## src/rtl/odd_only_segmented_prime_sieve_unit_assert.svh

```systemverilog
// Assertion macros used by the sieve unit.
`ifndef ODD_ONLY_SEGMENTED_PRIME_SIEVE_UNIT_ASSERT_SVH
`define ODD_ONLY_SEGMENTED_PRIME_SIEVE_UNIT_ASSERT_SVH
`ifndef NO_ASSERTIONS
// same-cycle implication
`define OSPS_ASSERT_IMP(lbl, ck, rs, a, b) \
  lbl: assert property (@(posedge ck) disable iff (rs) (a) |-> (b)) \
    else $error("sieve assertion failed");
// next-cycle implication
`define OSPS_ASSERT_NXT(lbl, ck, rs, a, b) \
  lbl: assert property (@(posedge ck) disable iff (rs) (a) |=> (b)) \
    else $error("sieve assertion failed");
`else
`define OSPS_ASSERT_IMP(lbl, ck, rs, a, b)
`define OSPS_ASSERT_NXT(lbl, ck, rs, a, b)
`endif
`endif

```

## src/rtl/osps_mod_unit.sv

```systemverilog
`timescale 1ns / 1ps
// Restoring remainder, one dividend bit a cycle.
module osps_mod_unit #(
  parameter int NW = 36,
  parameter int DW = 18
) (
  input  logic          clk,
  input  logic          rst,
  input  logic          go,
  input  logic [NW-1:0] num,
  input  logic [DW-1:0] den,
  output logic          done,
  output logic [DW-1:0] rem
);
  localparam int CW = $clog2(NW + 1);

  logic          busy;
  logic [CW-1:0] cnt;
  logic [NW-1:0] numr;
  logic [DW-1:0] denr;
  logic [DW:0]   part;
  logic [DW:0]   t;
  logic          ge;

  assign t   = {part[DW-1:0], numr[NW-1]};
  assign ge  = (t >= {1'b0, denr});
  assign rem = part[DW-1:0];

  always_ff @(posedge clk) begin
    if (rst) begin
      busy <= 1'b0;
      done <= 1'b0;
      cnt  <= '0;
    end else begin
      done <= 1'b0;
      if (go) begin
        busy <= 1'b1;
        cnt  <= CW'(NW);
        numr <= num;
        denr <= den;
        part <= '0;
      end else if (busy) begin
        // shift in the next bit and subtract where it fits
        part <= ge ? (t - {1'b0, denr}) : t;
        numr <= {numr[NW-2:0], 1'b0};
        cnt  <= cnt - CW'(1);
        if (cnt == CW'(1)) begin
          busy <= 1'b0;
          done <= 1'b1;
        end
      end
    end
  end
endmodule
```

## config.mk

```make
export PLATFORM = sky130hd
export DESIGN_NAME = osps_mod_unit
export DESIGN_NICKNAME = d
export VERILOG_FILES = /design/src/rtl/odd_only_segmented_prime_sieve_unit_assert.svh /design/src/rtl/osps_mod_unit.sv
export SDC_FILE = /design/constraint.sdc
export NUM_CORES = 1
export LEC_CHECK = 0
export BUFFER_PORTS_ARGS = -buffer_cell sky130_fd_sc_hd__buf_4
export CELL_PAD_IN_SITES_DETAIL_PLACEMENT = 1
export CELL_PAD_IN_SITES_GLOBAL_PLACEMENT = 1
export CORE_ASPECT_RATIO = 1.2
export CORE_UTILIZATION = 41
export CTS_CLUSTER_DIAMETER = 120
export CTS_CLUSTER_SIZE = 28
export DETAILED_ROUTE_END_ITERATION = 12
export PLACE_DENSITY_LB_ADDON = 0.12
export SYNTH_ARGS = -nofsm -noshare
export SYNTH_HDL_FRONTEND = slang
export SYNTH_SLANG_ARGS = --single-unit
```

## constraint.sdc

```tcl
create_clock -name clk -period 3.8 [get_ports clk]
set_input_delay 0.57 -clock clk [delete_from_list [all_inputs] [get_ports clk]]
set_output_delay 0.57 -clock clk [all_outputs]
set_load 0.01 [all_outputs]
```

=== Word level (Yosys, flattened, before mapping) ===
Index checks and enable logic that the tools add are counted.

* Bits in registers: 80
* Bits of input ports: 57
* Output and inout port bits: 19
* Logic and storage cells: 28

* $add $sub $neg: 2
* $lt $le $gt $ge: 1
* Equality and inequality tests: 1
* Multiplexer cells: 10
* Bitwise logic cells: 2
* Reduce and logical (&&, ||, !) cells: 5

{| class="wikitable"
|+ Operators with widths
! cell !! count
|-
| $mux W36 || 2
|-
| $mux W18 || 2
|-
| $ge A19 B18 Y1 || 1
|-
| $sub A18 B18 Y18 || 1
|-
| $mux W6 || 2
|-
| $eq A6 B1 Y1 const B || 1
|-
| $sub A6 B1 Y6 const B || 1
|-
| $mux W1 || 4
|-
| $reduce_and A2 Y1 || 2
|-
| $reduce_or A3 Y1 || 1
|-
| $not A1 Y1 || 2
|-
| $reduce_bool A2 Y1 || 1
|-
| $reduce_or A2 Y1 || 1
|}

=== Depth between registers and ports, before layout ===
* Depth after elaboration: 4
* Depth in mapped cells: 11
* Depth with buffers taken out: 10

=== Worst setup path after synthesis ===
Ideal clock, no wire load.

* Kind: input port to flip-flop
* Start point: input port go
* End point: register numr[0] (enable)
* Setup time: 0.467 ns
* Arrival: 3.415 ns
* Path slack: -0.082 ns
* Stages on the path: 4
* Cell sequence: buf_4 > clkbuf_1 > nor2_1 > nor2_1

* Word-level cells in the longest chain between the ends: 2

{| class="wikitable"
|+ RTL lines
! element !! line !! text
|-
| start, declared || osps_mod_unit.sv:9 || <nowiki>input logic go,</nowiki>
|-
| $reduce_bool A2 Y1 (no line) || n/a ||
|-
| $reduce_and A2 Y1 (no line) || n/a ||
|-
| end signal, assigned || osps_mod_unit.sv:39 || <nowiki>numr <= num;</nowiki>
|-
| end signal, assigned || osps_mod_unit.sv:45 || <nowiki>numr <= {numr[NW-2:0], 1'b0};</nowiki>
|-
| end, declared || osps_mod_unit.sv:19 || <nowiki>logic [NW-1:0] numr;</nowiki>
|}

No other way between the ends.
A chain may end at the register's enable or synchronous reset.

=== Worst setup path after layout ===
* Start point: register part[9]
* End point: register part[2], data pin

* Word-level cells in the longest chain between the ends: 3

{| class="wikitable"
|+ RTL lines
! element !! line !! text
|-
| start, declared || osps_mod_unit.sv:21 || <nowiki>logic [DW:0] part;</nowiki>
|-
| start signal, assigned || osps_mod_unit.sv:44 || <nowiki>part <= ge ? (t - {1'b0, denr}) : t;</nowiki>
|-
| $ge A19 B18 Y1 || osps_mod_unit.sv:26 || <nowiki>assign ge = (t >= {1'b0, denr});</nowiki>
|-
| $mux W18 || osps_mod_unit.sv:44 ||
|-
| $mux W18 || osps_mod_unit.sv:42 || <nowiki>end else if (busy) begin</nowiki>
|}

No other way between the ends. The select of a mux whose other input is x is not followed.

==> summary.md <==
| Metric | Value |
|---|---|
| Reg2Reg Setup Slack | 0.89 ns |
| Final Critical Period | about 2.9 ns |
| Post-CTS Hold Buffers | 0 |
| Data required, critical path | just under 4 ns |
| Chip Width | between 90 and 100 um |
| Final antenna-violating net count | 0 |
| # rows | 40 |
| Number of vias per cell | between 5 and 6 |
| # DRC | 0 |
| Post-CTS sizing | 0 |
| Share of cells above drive strength 1 | 0.335 |
| RSZ-0062 raised after global routing | no |
| H-tree Lvls | 3 |
| Layout fillers | ~1000 |
| IO buf count | 75 |
| Leak Pwr | roughly 2.1 nW |
| Largest net degree at the start of global routing | 36 |
| Final number of setup-violating endpoints | 0 |
| Worst setup SP type | register |
| Crit path DAT | about 3 ns |
| Die area | about 0.011 sq mm |
| Tightest Pin Transition | 0.724 ns |
| Top-count cell post-synth | edfxtp_1 |
| Area Overhead vs Synth | 23.1% |
| Final Cycle Share | 0.766 |
| Post-synth EDFFs | just over 70 |
| Status | finished clean |
| Avg WL per Cell | around 16 um |
| Max Freq | about 340 MHz |
| Synth area leader | edfxtp_1 |
| Setup TNS | 0 ns |
| Slew Limit Headroom | 0.517 |
| Max Slew Vio Count | 0 |
| CTS Buf Count | 9 |
| RR Startpoint | part[9] |
| Final Power | between 2 and 3 mW |
| Reg-to-reg endpoint | part[2] |
| Yosys cell types | 45 |
| Worst setup EP type | register |
| Hold EP | denr[13] |
| Register bit total from synthesis | 80 |
| First-pass GRT wire length | 14600 um |
| Seq/Total Area, Yosys | 0.545 |
| Final Net Count | around 500 |
| Post-synth top flop | edfxtp_1 |
| Ys Warns | 0 |
| Skew-Pair Late Insertion Delay | between 0.3 and 0.4 ns |
| Post-Route Skew | approximately 0.0070 ns |
| Synth Net Count | 418 |
| Synthesized area | about 0.0043 sq mm |
| R2r worst-path depth | 8 |
| Hold Fails Final Rpt | 0 |
| Avg Synthesized Cell Area | around 13 sq um |
| CTS tree | built |
| Chip Height | 114 um |
| Slowest cell delay on critical path | 0.58 ns |
| GP Congestion | 0.783 |
| Hold path start | den[13] |
| Root Driver | clkbuf_16 |
| CTS clk-pin slew, worst paths | 0.06 ns |
| Pre-Repair DR Iteration Count | 4 |
| Antenna cells | 0 |
| Initial antenna violation count | 0 |
| Critical path peak fanout | 14 |
| Clock Tree Buf Depth | 2 |
| Synth area leaders | edfxtp_1, mux2_2, ha_1, dfxtp_1, mux2i_1 |
| # IOs | 76 |
| HP Class | input port to register |
| Postcts setup bufs | 0 |
| Synth cell count leaders | edfxtp_1, mux2_2, nor2_1 |
| Hold path cells | 1 |
| Gr ovfl total | 0 |
| Ys async rst share | 0 |
| Core Region | approximately 0.010 sq mm |
| Post-synth top area share | 0.508 |
| Via count | about 2800 |
| Critical path type | register to register |
| Clock sinks | 80 |
| Dpl hpwl | about 6400 um |
| Synth Instances | between 300 and 400 |
| Slowest stage cell, crit path | a21oi_2 |
| Initial core utilization | 0.423 |
| Power density over the cells | 482 mW/mm^2 |
| GRT Resource Usage Total | 0.179 |
| Routed wire length | 8690 um |
| DR iter-0 viols | 67 |
| Max_cap viols | 0 |
| Peak supply drop | approximately 0.33 mV |
| Vias in the first global route | 3060 |
| CP Launch Point | part[9] |
| Critical Path, Cell by Cell | ha_1 > a21oi_1 > o21a_1 > a31oi_2 > a21oi_2 > buf_4 > mux2i_1 > nor2_1 |
[how the worst max path moves through the flow]
stage,cells after the start,end
global placement,9,part[2]
global route,9,part[2]
floorplan,4,numr[0]
detailed placement,9,part[2]
CTS,9,part[2]
finish,8,part[2]
[cell usage in the layout (no fill, tap or decap), drive strengths merged, types with 3 or more instances in the layout]
| cell type | instances |
|---|---|
| nor3 | 8 |
| edfxtp | 72 |
| o21a | 5 |
| nand3 | 3 |
| ha | 20 |
| a21oi | 16 |
| clkinv | 3 |
| o211ai | 6 |
| nor2 | 32 |
| xor2 | 9 |
| and2 | 3 |
| xnor2 | 10 |
| a211oi | 5 |
| a21o | 5 |
| mux2 | 36 |
| dfxtp | 8 |
| a31oi | 5 |
| buf | 81 |
| nor2b | 5 |
| inv | 22 |
| nand2 | 17 |
| clkbuf | 10 |
| mux2i | 13 |
| o21ai | 9 |
| nand2b | 5 |
[worst max-delay path, delay by kind of cell (launching register included)]
| kind | cells | cell delay (ns) |
|---|---|---|
| fa+ha+maj | 1 | 0.44 |
| flops | 1 | 0.43 |
| compound gates | 4 | 1.16 |
| simple gates | 1 | 0.06 |
| mux | 1 | 0.21 |
| buf+inv | 1 | 0.36 |
[through the flow]
stage                util  instance area, sq um  setup WS [ns]  cells  hold WS [ns]
floorplan               -                  4260          0.820    340         0.469
global placement    0.490                  4930          0.944    534         0.487
detailed placement  0.490                  4930          0.823    534         0.526
CTS                 0.521                  5250          0.850    550         0.397
global route        0.521                  5250          0.710    550         0.390
finish              0.521                  5250          0.888    550         0.407
[registers in the layout (all words and copies together) (netlist names)]
register	count
part	18
done	1
denr	18
numr	36
cnt	6
busy	1
[per-layer routing]
metal  vias to the layer above  GRT usage  wire, um
met3                         9     0.0487       401
met4                         0     0.0626       138
li1                       1392          -         -
met5                         -          0         0
met1                      1358      0.208      3610
met2                        58      0.313      4540
[final cells by class]
cell class | count | area, sq um | share of cell area
Multi-Input combinational cell | 225 | 1760 | 0.336
Timing Repair Buffer | 81 | 608 | 0.116
Clock inverter | 6 | 83.8 | 0.0160
Sequential cell | 80 | 2320 | 0.443
Inverter | 22 | 82.6 | 0.0157
Tap cell | 126 | 158 | 0.0301
Clock buffer | 10 | 229 | 0.0437
[kinds of logic after synthesis]
logic type                 count (synthesis)  share of synthesized area
and+or+nand+nor                           81                     0.0917
muxes                                     49                      0.126
xor gates and xnor gates                  19                     0.0391
adders and majority gates                 21                     0.0635
DFF                                       80                      0.545
buffers and inverters                     35                     0.0429
AOI/OAI and AO/OA                         55                     0.0920
[where the power goes]
part | switching (mW) | internal (mW)
clock | 0.348 | 0.573
sequential | 0.0326 | 1.05
combinational | 0.277 | 0.250
total | 0.658 | 1.87
Power figures use the tool's default switching activity.
