--- src/rtl/odd_only_segmented_prime_sieve_unit_assert.svh ---
// Assertion macros used by the sieve unit.
`ifndef ODD_ONLY_SEGMENTED_PRIME_SIEVE_UNIT_ASSERT_SVH
`define ODD_ONLY_SEGMENTED_PRIME_SIEVE_UNIT_ASSERT_SVH
`ifndef NO_ASSERTIONS
// same-cycle implication
`define OSPS_ASSERT_IMP(lbl, ck, rs, a, b) \
  lbl: assert property (@(posedge ck) disable iff (rs) (a) |-> (b)) \
    else $error("sieve assertion failed");
// next-cycle implication
`define OSPS_ASSERT_NXT(lbl, ck, rs, a, b) \
  lbl: assert property (@(posedge ck) disable iff (rs) (a) |=> (b)) \
    else $error("sieve assertion failed");
`else
`define OSPS_ASSERT_IMP(lbl, ck, rs, a, b)
`define OSPS_ASSERT_NXT(lbl, ck, rs, a, b)
`endif
`endif

--- src/rtl/osps_sqrt_cell.sv ---
`timescale 1ns / 1ps
// One digit step of the square root: takes two bits of the radicand a cycle.
module osps_sqrt_cell #(
  parameter int RW = 16
) (
  input  logic              clk,
  input  logic              rst,
  input  logic              up_vld,
  input  logic [RW+1:0]     up_rem,
  input  logic [RW-1:0]     up_root,
  input  logic [2*RW-1:0]   up_data,
  output logic              dn_vld,
  output logic [RW+1:0]     dn_rem,
  output logic [RW-1:0]     dn_root,
  output logic [2*RW-1:0]   dn_data
);
  logic [RW+1:0] cand;
  logic [RW+1:0] trial;
  logic          ge;

  assign cand  = {up_rem[RW-1:0], up_data[2*RW-1 -: 2]};
  assign trial = {up_root, 2'b01};
  assign ge    = (cand >= trial);

  always_ff @(posedge clk) begin
    if (rst) begin
      dn_vld <= 1'b0;
    end else begin
      dn_vld <= up_vld;
    end
    dn_rem  <= ge ? (cand - trial) : cand;
    dn_root <= {up_root[RW-2:0], ge};
    dn_data <= {up_data[2*RW-3:0], 2'b00};
  end
endmodule

--- config.mk ---
export PLATFORM = sky130hd
export DESIGN_NAME = osps_sqrt_cell
export DESIGN_NICKNAME = d
export VERILOG_FILES = /design/src/rtl/odd_only_segmented_prime_sieve_unit_assert.svh /design/src/rtl/osps_sqrt_cell.sv
export SDC_FILE = /design/constraint.sdc
export NUM_CORES = 1
export LEC_CHECK = 0
export BUFFER_PORTS_ARGS = -buffer_cell sky130_fd_sc_hd__buf_2
export CAP_MARGIN = 10
export CORE_MARGIN = 8
export CORE_UTILIZATION = 40
export DETAILED_ROUTE_END_ITERATION = 12
export PLACE_DENSITY = 0.71
export RECOVER_POWER = 25
export SLEW_MARGIN = 20
export SYNTH_ARGS = -nofsm -noshare
export SYNTH_HDL_FRONTEND = slang
export SYNTH_SLANG_ARGS = --single-unit
--- constraint.sdc ---
create_clock -name clk -period 3.5 [get_ports clk]
set_input_delay 0.525 -clock clk [delete_from_list [all_inputs] [get_ports clk]]
set_output_delay 0.525 -clock clk [all_outputs]
set_load 0.03 [all_outputs]
Word level (Yosys, flattened, before mapping). Index checks and enable logic that the tools add are counted. Widths: inputs -> output; s select.

Register bits after elaboration: 65. Latch bits: 0. Bits in writable memories: 0. Memory bits (read-only): 0. Input port bits: 69. Output and inout port bits: 67. Logic and storage cells: 7. Memories kept: 0.

Add/subtract/negate cells: 1. Multipliers: 0. Divide/modulo/power cells: 0. $lt $le $gt $ge: 1. Eq/ne operators: 0. Shifts and indexed selects: 0. Multiplexer cells: 1. Bitwise logic cells: 0. Reductions and logical operators: 0.

Operator list (count): $ge 18x18->1 (1); $mux 18 (1); $sub 18x18->18 (1).

Logic depth before layout (Yosys ltp). Gate-level depths: netlist of the first run.

Word-level depth: 2. Gate-level depth with buffers: 10.

Least setup slack after synthesis of the first run. No wires, ideal clock.

Path type: input to register. Start: input port up_root[3]. End: register dn_rem[10]. Setup time: 0.121 ns. Arrival time: 2.202 ns. Setup slack: 1.177 ns. Stages on the path: 10. Buffers on the path: 1. Cell sequence: inv_1 > ha_1 > nand4_2 > a211oi_2 > o21ai_1 > a21o_1 > and2_4 > inv_8 > buf_12 > mux2_4.

Longest elaborated chain between the ends: 2.

Ends and longest elaborated chain: start: declaration (line osps_sqrt_cell.sv:10) `input logic [RW-1:0] up_root,`; $ge 18x18->1 (line osps_sqrt_cell.sv:23) `assign ge = (cand >= trial);`; via ge (line osps_sqrt_cell.sv:19) `logic ge;`; $mux 18 (line osps_sqrt_cell.sv:31) `dn_rem <= ge ? (cand - trial) : cand;`; end signal: assignment (line osps_sqrt_cell.sv:31); end: declaration (line osps_sqrt_cell.sv:13) `output logic [RW+1:0] dn_rem,`.

The timed path passes the listed nets, and every way through them passes these cells. A chain may end at the register's enable or synchronous reset.

Worst setup path after layout of the first run.
Start: input port up_root[4]. End: register dn_rem[6].

Longest elaborated chain between the ends: 2.

Ends and longest elaborated chain (line): $sub 18x18->18 / $ge 18x18->1 (equally long branches) (osps_sqrt_cell.sv:31, osps_sqrt_cell.sv:23); $mux 18 (*) (osps_sqrt_cell.sv:31).

Every way passes the cells marked *; elsewhere a longest branch is shown, timed or not.

==> metrics.log, run 1 <==
[metrics] I/O pin count: between 100 and 150
[metrics] # Post-CTS Setup Buffers: 0
[metrics] part of the cycle the worst path needs: approximately 65%
[metrics] number of design-rule violations left by the first detailed-router iteration: 38
[metrics] Final Util: 55.55%
[metrics] Power Total: 2.039 mW
[metrics] number of warnings reported in the yosys synthesis log: 0
[metrics] Max Fanout on Critical Path: 16
[metrics] Internal Dissipation: 1.418 mW
[metrics] CP Data Required Time: 3.73 ns
[metrics] share of layout cells above drive strength 1: between 40 and 50%
[metrics] leakage dissipation: 1.780 nW
[metrics] part of the total power dissipated in the clock network: 35.2%
[metrics] number of routed nets with antenna violations: 0
[metrics] number of vias per cell after detailed routing: 4.703
[metrics] total routed wirelength: 6661 um
[metrics] highest clock rate: 442.9 MHz
[metrics] Synth Flop Type: sky130_fd_sc_hd__dfxtp_1
[metrics] gpl congestion: around 0.79
[metrics] vias in the first global route: 2236
[metrics] maximum count of clock buffers along a single path: 2
[metrics] Inserted Diodes: 0
[metrics] clock buffer count from CTS: 9
[metrics] Async S/R FF share, synth: 0%
[metrics] CTS resizes: 0
[metrics] number of placement rows: 29
[metrics] Layout Nets: 463
[metrics] type of origin of the critical path: input pin
[metrics] number of H-tree levels: 3
[metrics] area share of the largest cell type after synthesis: ~51%
[metrics] net switching fraction of the power: between 30% and 40%
[metrics] classification of the worst setup path: in2reg
[metrics] Max rail drop VDD: ~0.00035 V
[metrics] leading post-synthesis cells by cell area: sky130_fd_sc_hd__dfxtp_1 51%, sky130_fd_sc_hd__ha_1 8.8%, sky130_fd_sc_hd__inv_1 3.7%
[metrics] switching pwr: around 620 uW
[metrics] maximum number of pins on one net before global-route repair: 17
[metrics] Final HPWL DP: around 5400 um
[metrics] category of the worst setup path capture point: flip-flop
[metrics] Post-synth top cells: 65 x sky130_fd_sc_hd__dfxtp_1, 25 x sky130_fd_sc_hd__inv_1, 18 x sky130_fd_sc_hd__a21oi_1, 18 x sky130_fd_sc_hd__ha_1, 13 x sky130_fd_sc_hd__nand2_1
[metrics] instance count after placement with tap cells included: 442
[metrics] first-pass GRT wire length: 10030 um
[metrics] clock tree from TritonCTS: yes
[metrics] # DRC: 0
[metrics] area grow syn2layout: 36.15%
[metrics] horizontal extent of the die: between 90 and 100 um
[metrics] post-layout instance count excluding filler cells: 458
[metrics] Max-cap violations: 0
[metrics] fraction of power consumed by combinational cells: about a quarter
[metrics] via count: 2154
[metrics] initial cell density of the core: 40.80%
[metrics] number of sinks driven by the clock tree: 65
[metrics] root buffer cell: sky130_fd_sc_hd__clkbuf_8
[metrics] number of distinct standard cells referenced by the synthesized netlist: 41
[metrics] shortest clock period the worst path allows after layout: 2.258 ns
[metrics] number of failing setup endpoints in the final timing report: 0
[metrics] Wirelength per Cell: 14.54 um
[metrics] post-route setup slack: 1.242 ns
[metrics] clock transition time at the flip-flop clock pins of the worst setup and hold paths: roughly 0.080 ns
[metrics] hold depth: 1
[metrics] count of hold buffers inserted by post-cts repair: 0
[metrics] arrival time worst endpoint: 2.49 ns
[metrics] die height: 96.02 um
[metrics] post-synth top area cell: sky130_fd_sc_hd__dfxtp_1
[metrics] sequential cell area: 0.001301 mm^2
[metrics] register bit total from synthesis: 65
[metrics] cell with the most instances after synthesis: sky130_fd_sc_hd__dfxtp_1
[metrics] Die Footprint: a little over 0.009 mm^2
[metrics] Floorplan Core Area: 0.006277 mm^2
[metrics] dpl ws: around 0.9 ns
[metrics] share of synthesized area occupied by flip-flops and latches: 50.81%
[metrics] number of synthesized flops with an enable pin: 0
[metrics] Port Buffer Count: about 130
[metrics] total negative slack: 0 ns
[metrics] class of the worst hold path: in2reg
[metrics] cell area after synthesis: 0.002561 mm^2
[metrics] FILL cells: 577
[metrics] number of antenna violations at the first check in global routing: 0
[metrics] global route overflow: 0
[metrics] power density cells: 584.7 mW/mm^2
[metrics] final count of pins violating max slew: 0
[metrics] unrepaired setup endpoints after global routing: no
[metrics] overall routing resource usage: between 10% and 20%
[metrics] power share of the sequential group: 40.3%
[metrics] cell count after synthesis: 239
[metrics] number of iterations in the first detailed-routing pass: 4
[metrics] average cell area after synthesis: 10.72 um^2
[metrics] Final Hold Viols: 0
[metrics] run status: completed
[metrics] total area of multi-input combinational cells: 0.001101 mm^2
final timing paths:
path,startpoint,end,slack [ns]
setup / recovery,up_root[4],dn_rem[6],1.24
hold / removal,up_data[9],dn_data[11],0.28
kinds of logic (layout without fill, tap and decap cells):
family                     count (synthesis)  after routing  share of synthesized area, %
DFF                                       65             65                         50.81
AOI/OAI and AO/OA                         51             51                         13.19
xor gates and xnor gates                  13             13                         4.446
other                                      1              2                        0.1464
adders and majority gates                 18             18                         8.794
and+or+nand+nor                           43             43                         8.500
buffers and inverters                     32            173                         6.351
muxes                                     16             16                         7.768
layer usage:
metal	wire [um]	vias to the layer above	GRT usage, %
li1	-	1089	-
met1	2471	952	14.29
met2	3139	103	24.63
met3	933	10	5.304
met4	117	0	7.298
met5	0	-	0
sequential cells by signal (all words and copies together) (netlist names):
signal	count
dn_data	30
dn_vld	1
dn_rem	18
dn_root	16
layout make-up:
class                           instances  share of cell area (%)
Inverter                               26                   3.014
Clock buffer                           10                   3.947
Timing Repair Buffer                  131                   18.80
Sequential cell                        65                   37.32
Tap cell                               77                   2.763
Multi-Input combinational cell        143                   31.58
Clock inverter                          6                   2.583
metrics by stage:
stage,hold slack [ns],cell area (um^2)
6_report,0.2760,3487
5_1_grt,0.2671,3487
4_1_cts,0.2557,3487
3_5_place_dp,0.6289,3259
3_3_place_gp,0.6274,3259
2_1_floorplan,0.5527,2565
critical path: stages:
cell	delay, ns
sky130_fd_sc_hd__buf_2	0.09
sky130_fd_sc_hd__inv_1	0.04
sky130_fd_sc_hd__ha_1	0.39
sky130_fd_sc_hd__nand4_2	0.15
sky130_fd_sc_hd__a211oi_2	0.26
sky130_fd_sc_hd__o21ai_1	0.13
sky130_fd_sc_hd__a21o_1	0.22
sky130_fd_sc_hd__and2_4	0.19
sky130_fd_sc_hd__inv_8	0.14
sky130_fd_sc_hd__mux2_2	0.35
power by group through the flow:
stage | clock (mW) | combinational (mW) | sequential (mW)
after global placement | 0 | 0.497 | 0.837
final | 0.717 | 0.500 | 0.822
after global routing | 0.770 | 0.544 | 0.829
after detailed placement | 0 | 0.503 | 0.839
after floorplan | 0 | 0.220 | 0.982
after CTS | 0.746 | 0.506 | 0.823
placed cells by master, fill, tap and decap left out, types with 3 or more instances in the layout:
cell,synthesis,layout
sky130_fd_sc_hd__ha_1,18,18
sky130_fd_sc_hd__a31oi_1,3,3
sky130_fd_sc_hd__xnor2_1,10,10
sky130_fd_sc_hd__nor3_1,4,4
sky130_fd_sc_hd__clkbuf_8,0,10
sky130_fd_sc_hd__nand3_1,4,4
sky130_fd_sc_hd__dfxtp_1,65,65
sky130_fd_sc_hd__xor2_1,3,3
sky130_fd_sc_hd__a21oi_1,18,18
sky130_fd_sc_hd__mux2_4,6,6
sky130_fd_sc_hd__buf_2,0,131
sky130_fd_sc_hd__nand2_1,13,13
sky130_fd_sc_hd__mux2i_1,3,3
sky130_fd_sc_hd__inv_1,25,25
sky130_fd_sc_hd__o21ai_0,9,9
sky130_fd_sc_hd__mux2_2,7,7
sky130_fd_sc_hd__o21a_1,5,5
sky130_fd_sc_hd__nor2_1,10,10
No activity file was read; power rests on OpenSTA's default activity.
==> run 2: changes to the inputs <==
==> constraint.sdc (replaced) <==
create_clock -name clk -period 2.3 [get_ports clk]
set_input_delay 0.345 -clock clk [delete_from_list [all_inputs] [get_ports clk]]
set_output_delay 0.345 -clock clk [all_outputs]
set_load 0.03 [all_outputs]
==> metrics.log, run 2 (synthesis results as in run 1) <==
[metrics] run status: completed
[metrics] number of routed nets with antenna violations: 0
[metrics] overall routing resource usage: 14.46%
[metrics] category of the worst setup path capture point: flip-flop
[metrics] power share of the sequential group: about two fifths
[metrics] number of antenna violations at the first check in global routing: 0
[metrics] horizontal extent of the die: 96.02 um
[metrics] most flop-heavy register: dn_data
[metrics] flip-flop count of the largest register after layout: 30
[metrics] Floorplan Core Area: 0.006277 mm^2
[metrics] type of origin of the critical path: input pin
[metrics] class of the worst hold path: in2reg
[metrics] initial cell density of the core: 40.80%
[metrics] final count of pins violating max slew: 0
[metrics] Final Hold Viols: 0
[metrics] clock tree from TritonCTS: yes
[metrics] Worst Hold Slack: 0.1075 ns
[metrics] classification of the worst setup path: in2reg
[metrics] maximum number of pins on one net before global-route repair: 16
[metrics] maximum count of clock buffers along a single path: 2
[metrics] clock buffer count from CTS: 9
[metrics] arrival time worst endpoint: 2.26 ns
[metrics] Wirelength per Cell: roughly 14 um
[metrics] number of sinks driven by the clock tree: 65
[metrics] largest registers ranked by flip-flop count: dn_data (30), dn_rem (18), dn_root (16)
[metrics] placed cell area: approximately 0.0034 mm^2
[metrics] root buffer cell: sky130_fd_sc_hd__clkbuf_8
[metrics] first-pass GRT wire length: 10250 um
[metrics] clock transition time at the flip-flop clock pins of the worst setup and hold paths: 0.07 ns
[metrics] CTS resizes: 0
[metrics] I/O pin count: 136
[metrics] Internal Dissipation: 2.204 mW
[metrics] area grow syn2layout: 43.48%
[metrics] CP Data Required Time: 2.52 ns
[metrics] switching pwr: approximately 960 uW
[metrics] global route overflow: 0
[metrics] number of placement rows: 29
[metrics] Final HPWL DP: 5625 um
[metrics] # DRC: 0
[metrics] Die Footprint: 0.009220 mm^2
[metrics] number of iterations in the first detailed-routing pass: 4
[metrics] number of vias per cell after detailed routing: between 4 and 5
[metrics] total routed wirelength: approximately 6800 um
[metrics] Port Buffer Count: 131
[metrics] power density cells: 861.8 mW/mm^2
[metrics] gpl congestion: roughly 0.8
[metrics] total non-filler cell area in the finished layout: around 0.0037 mm^2
[metrics] part of the cycle the worst path needs: 88.80%
[metrics] fraction of power consumed by combinational cells: 25.8%
[metrics] number of failing setup endpoints in the final timing report: 0
[metrics] net switching fraction of the power: 30.42%
[metrics] Max-cap violations: 0
[metrics] highest clock rate: 489.6 MHz
[metrics] Power Total: 3.167 mW
[metrics] via count: 2248
[metrics] leading cell type in the layout, fill and taps excluded: sky130_fd_sc_hd__buf_2
[metrics] number of H-tree levels: 3
[metrics] # Post-CTS Setup Buffers: 0
[metrics] die height: 96.02 um
[metrics] Inserted Diodes: 0
[metrics] part of the total power dissipated in the clock network: 34.7%
[metrics] unrepaired setup endpoints after global routing: no
[metrics] number of design-rule violations left by the first detailed-router iteration: 63
[metrics] commonest non-fill, non-tap cells in the layout: 131 x sky130_fd_sc_hd__buf_2, 65 x sky130_fd_sc_hd__dfxtp_1, 25 x sky130_fd_sc_hd__inv_1, 25 x sky130_fd_sc_hd__buf_4
[metrics] share of layout cells above drive strength 1: a little under half
[metrics] shortest clock period the worst path allows after layout: slightly above 2 ns
[metrics] leakage dissipation: 1.900 nW
[metrics] count of hold buffers inserted by post-cts repair: 0
[metrics] vias in the first global route: 2258
[metrics] Max rail drop VDD: 0.0006349 V
[metrics] Layout Nets: 488
[metrics] Max Fanout on Critical Path: 15
## run 2: cell count changes in the layout (fill, tap and decap cells not counted)
| cell | before | now |
|---|---|---|
| sky130_fd_sc_hd__buf_4 | 0 | 25 |
## run 2: worst paths after layout
| kind | cells past startpoint | start | endpoint | slack [ns] |
|---|---|---|---|---|
| max | 10 | up_root[4] | dn_rem[5] | 0.26 |
| min | 1 | up_data[9] | dn_data[11] | 0.11 |
## run 2: stage by stage
step / cells / setup slack (ns) / util [%] / TNS [ns]
6_report: 483 / 0.2576 / 58.54 / 0
3_3_place_gp: 467 / -0.03421 / 54.91 / -0.2011
3_5_place_dp: 467 / -0.06303 / 54.91 / -0.4195
4_1_cts: 483 / 0.2965 / 58.54 / 0
5_1_grt: 483 / 0.1960 / 58.54 / 0
2_1_floorplan: 240 / 0.1567 / - / 0
## run 2: worst max-delay path, stage by stage
cell	delay, ns
sky130_fd_sc_hd__buf_2	0.08
sky130_fd_sc_hd__inv_1	0.04
sky130_fd_sc_hd__ha_1	0.38
sky130_fd_sc_hd__nand2_1	0.07
sky130_fd_sc_hd__o21ai_0	0.35
sky130_fd_sc_hd__o21ai_1	0.13
sky130_fd_sc_hd__a21o_1	0.21
sky130_fd_sc_hd__and2_4	0.18
sky130_fd_sc_hd__inv_8	0.13
sky130_fd_sc_hd__mux2_2	0.35
## run 2: cell type report
class	instances	area, um^2
flip-flops and latches	65	1301
clock buffers	10	137.6
inverters	26	105.1
repair buffers	156	843.3
fillers	559	2603
clock inverters	6	90.09
well taps	77	96.34
multi-input cells	143	1101
## run 2: routing by layer
metal | up-vias | part of all wire (%) | track usage (%)
met4 | 0 | 1.9 | 5.634
met3 | 14 | 12 | 6.006
li1 | 1144 | - | -
met2 | 118 | 47 | 25.09
met5 | - | 0 | 0
met1 | 972 | 39 | 15.21
## run 2: power groups by stage
stage	sequential (mW)	clock, mW	combinational [mW]
after detailed placement	1.28	0	0.824
after global routing	1.26	1.19	0.888
after CTS	1.25	1.14	0.827
after floorplan	1.49	0	0.335
final	1.25	1.10	0.818
after global placement	1.28	0	0.813
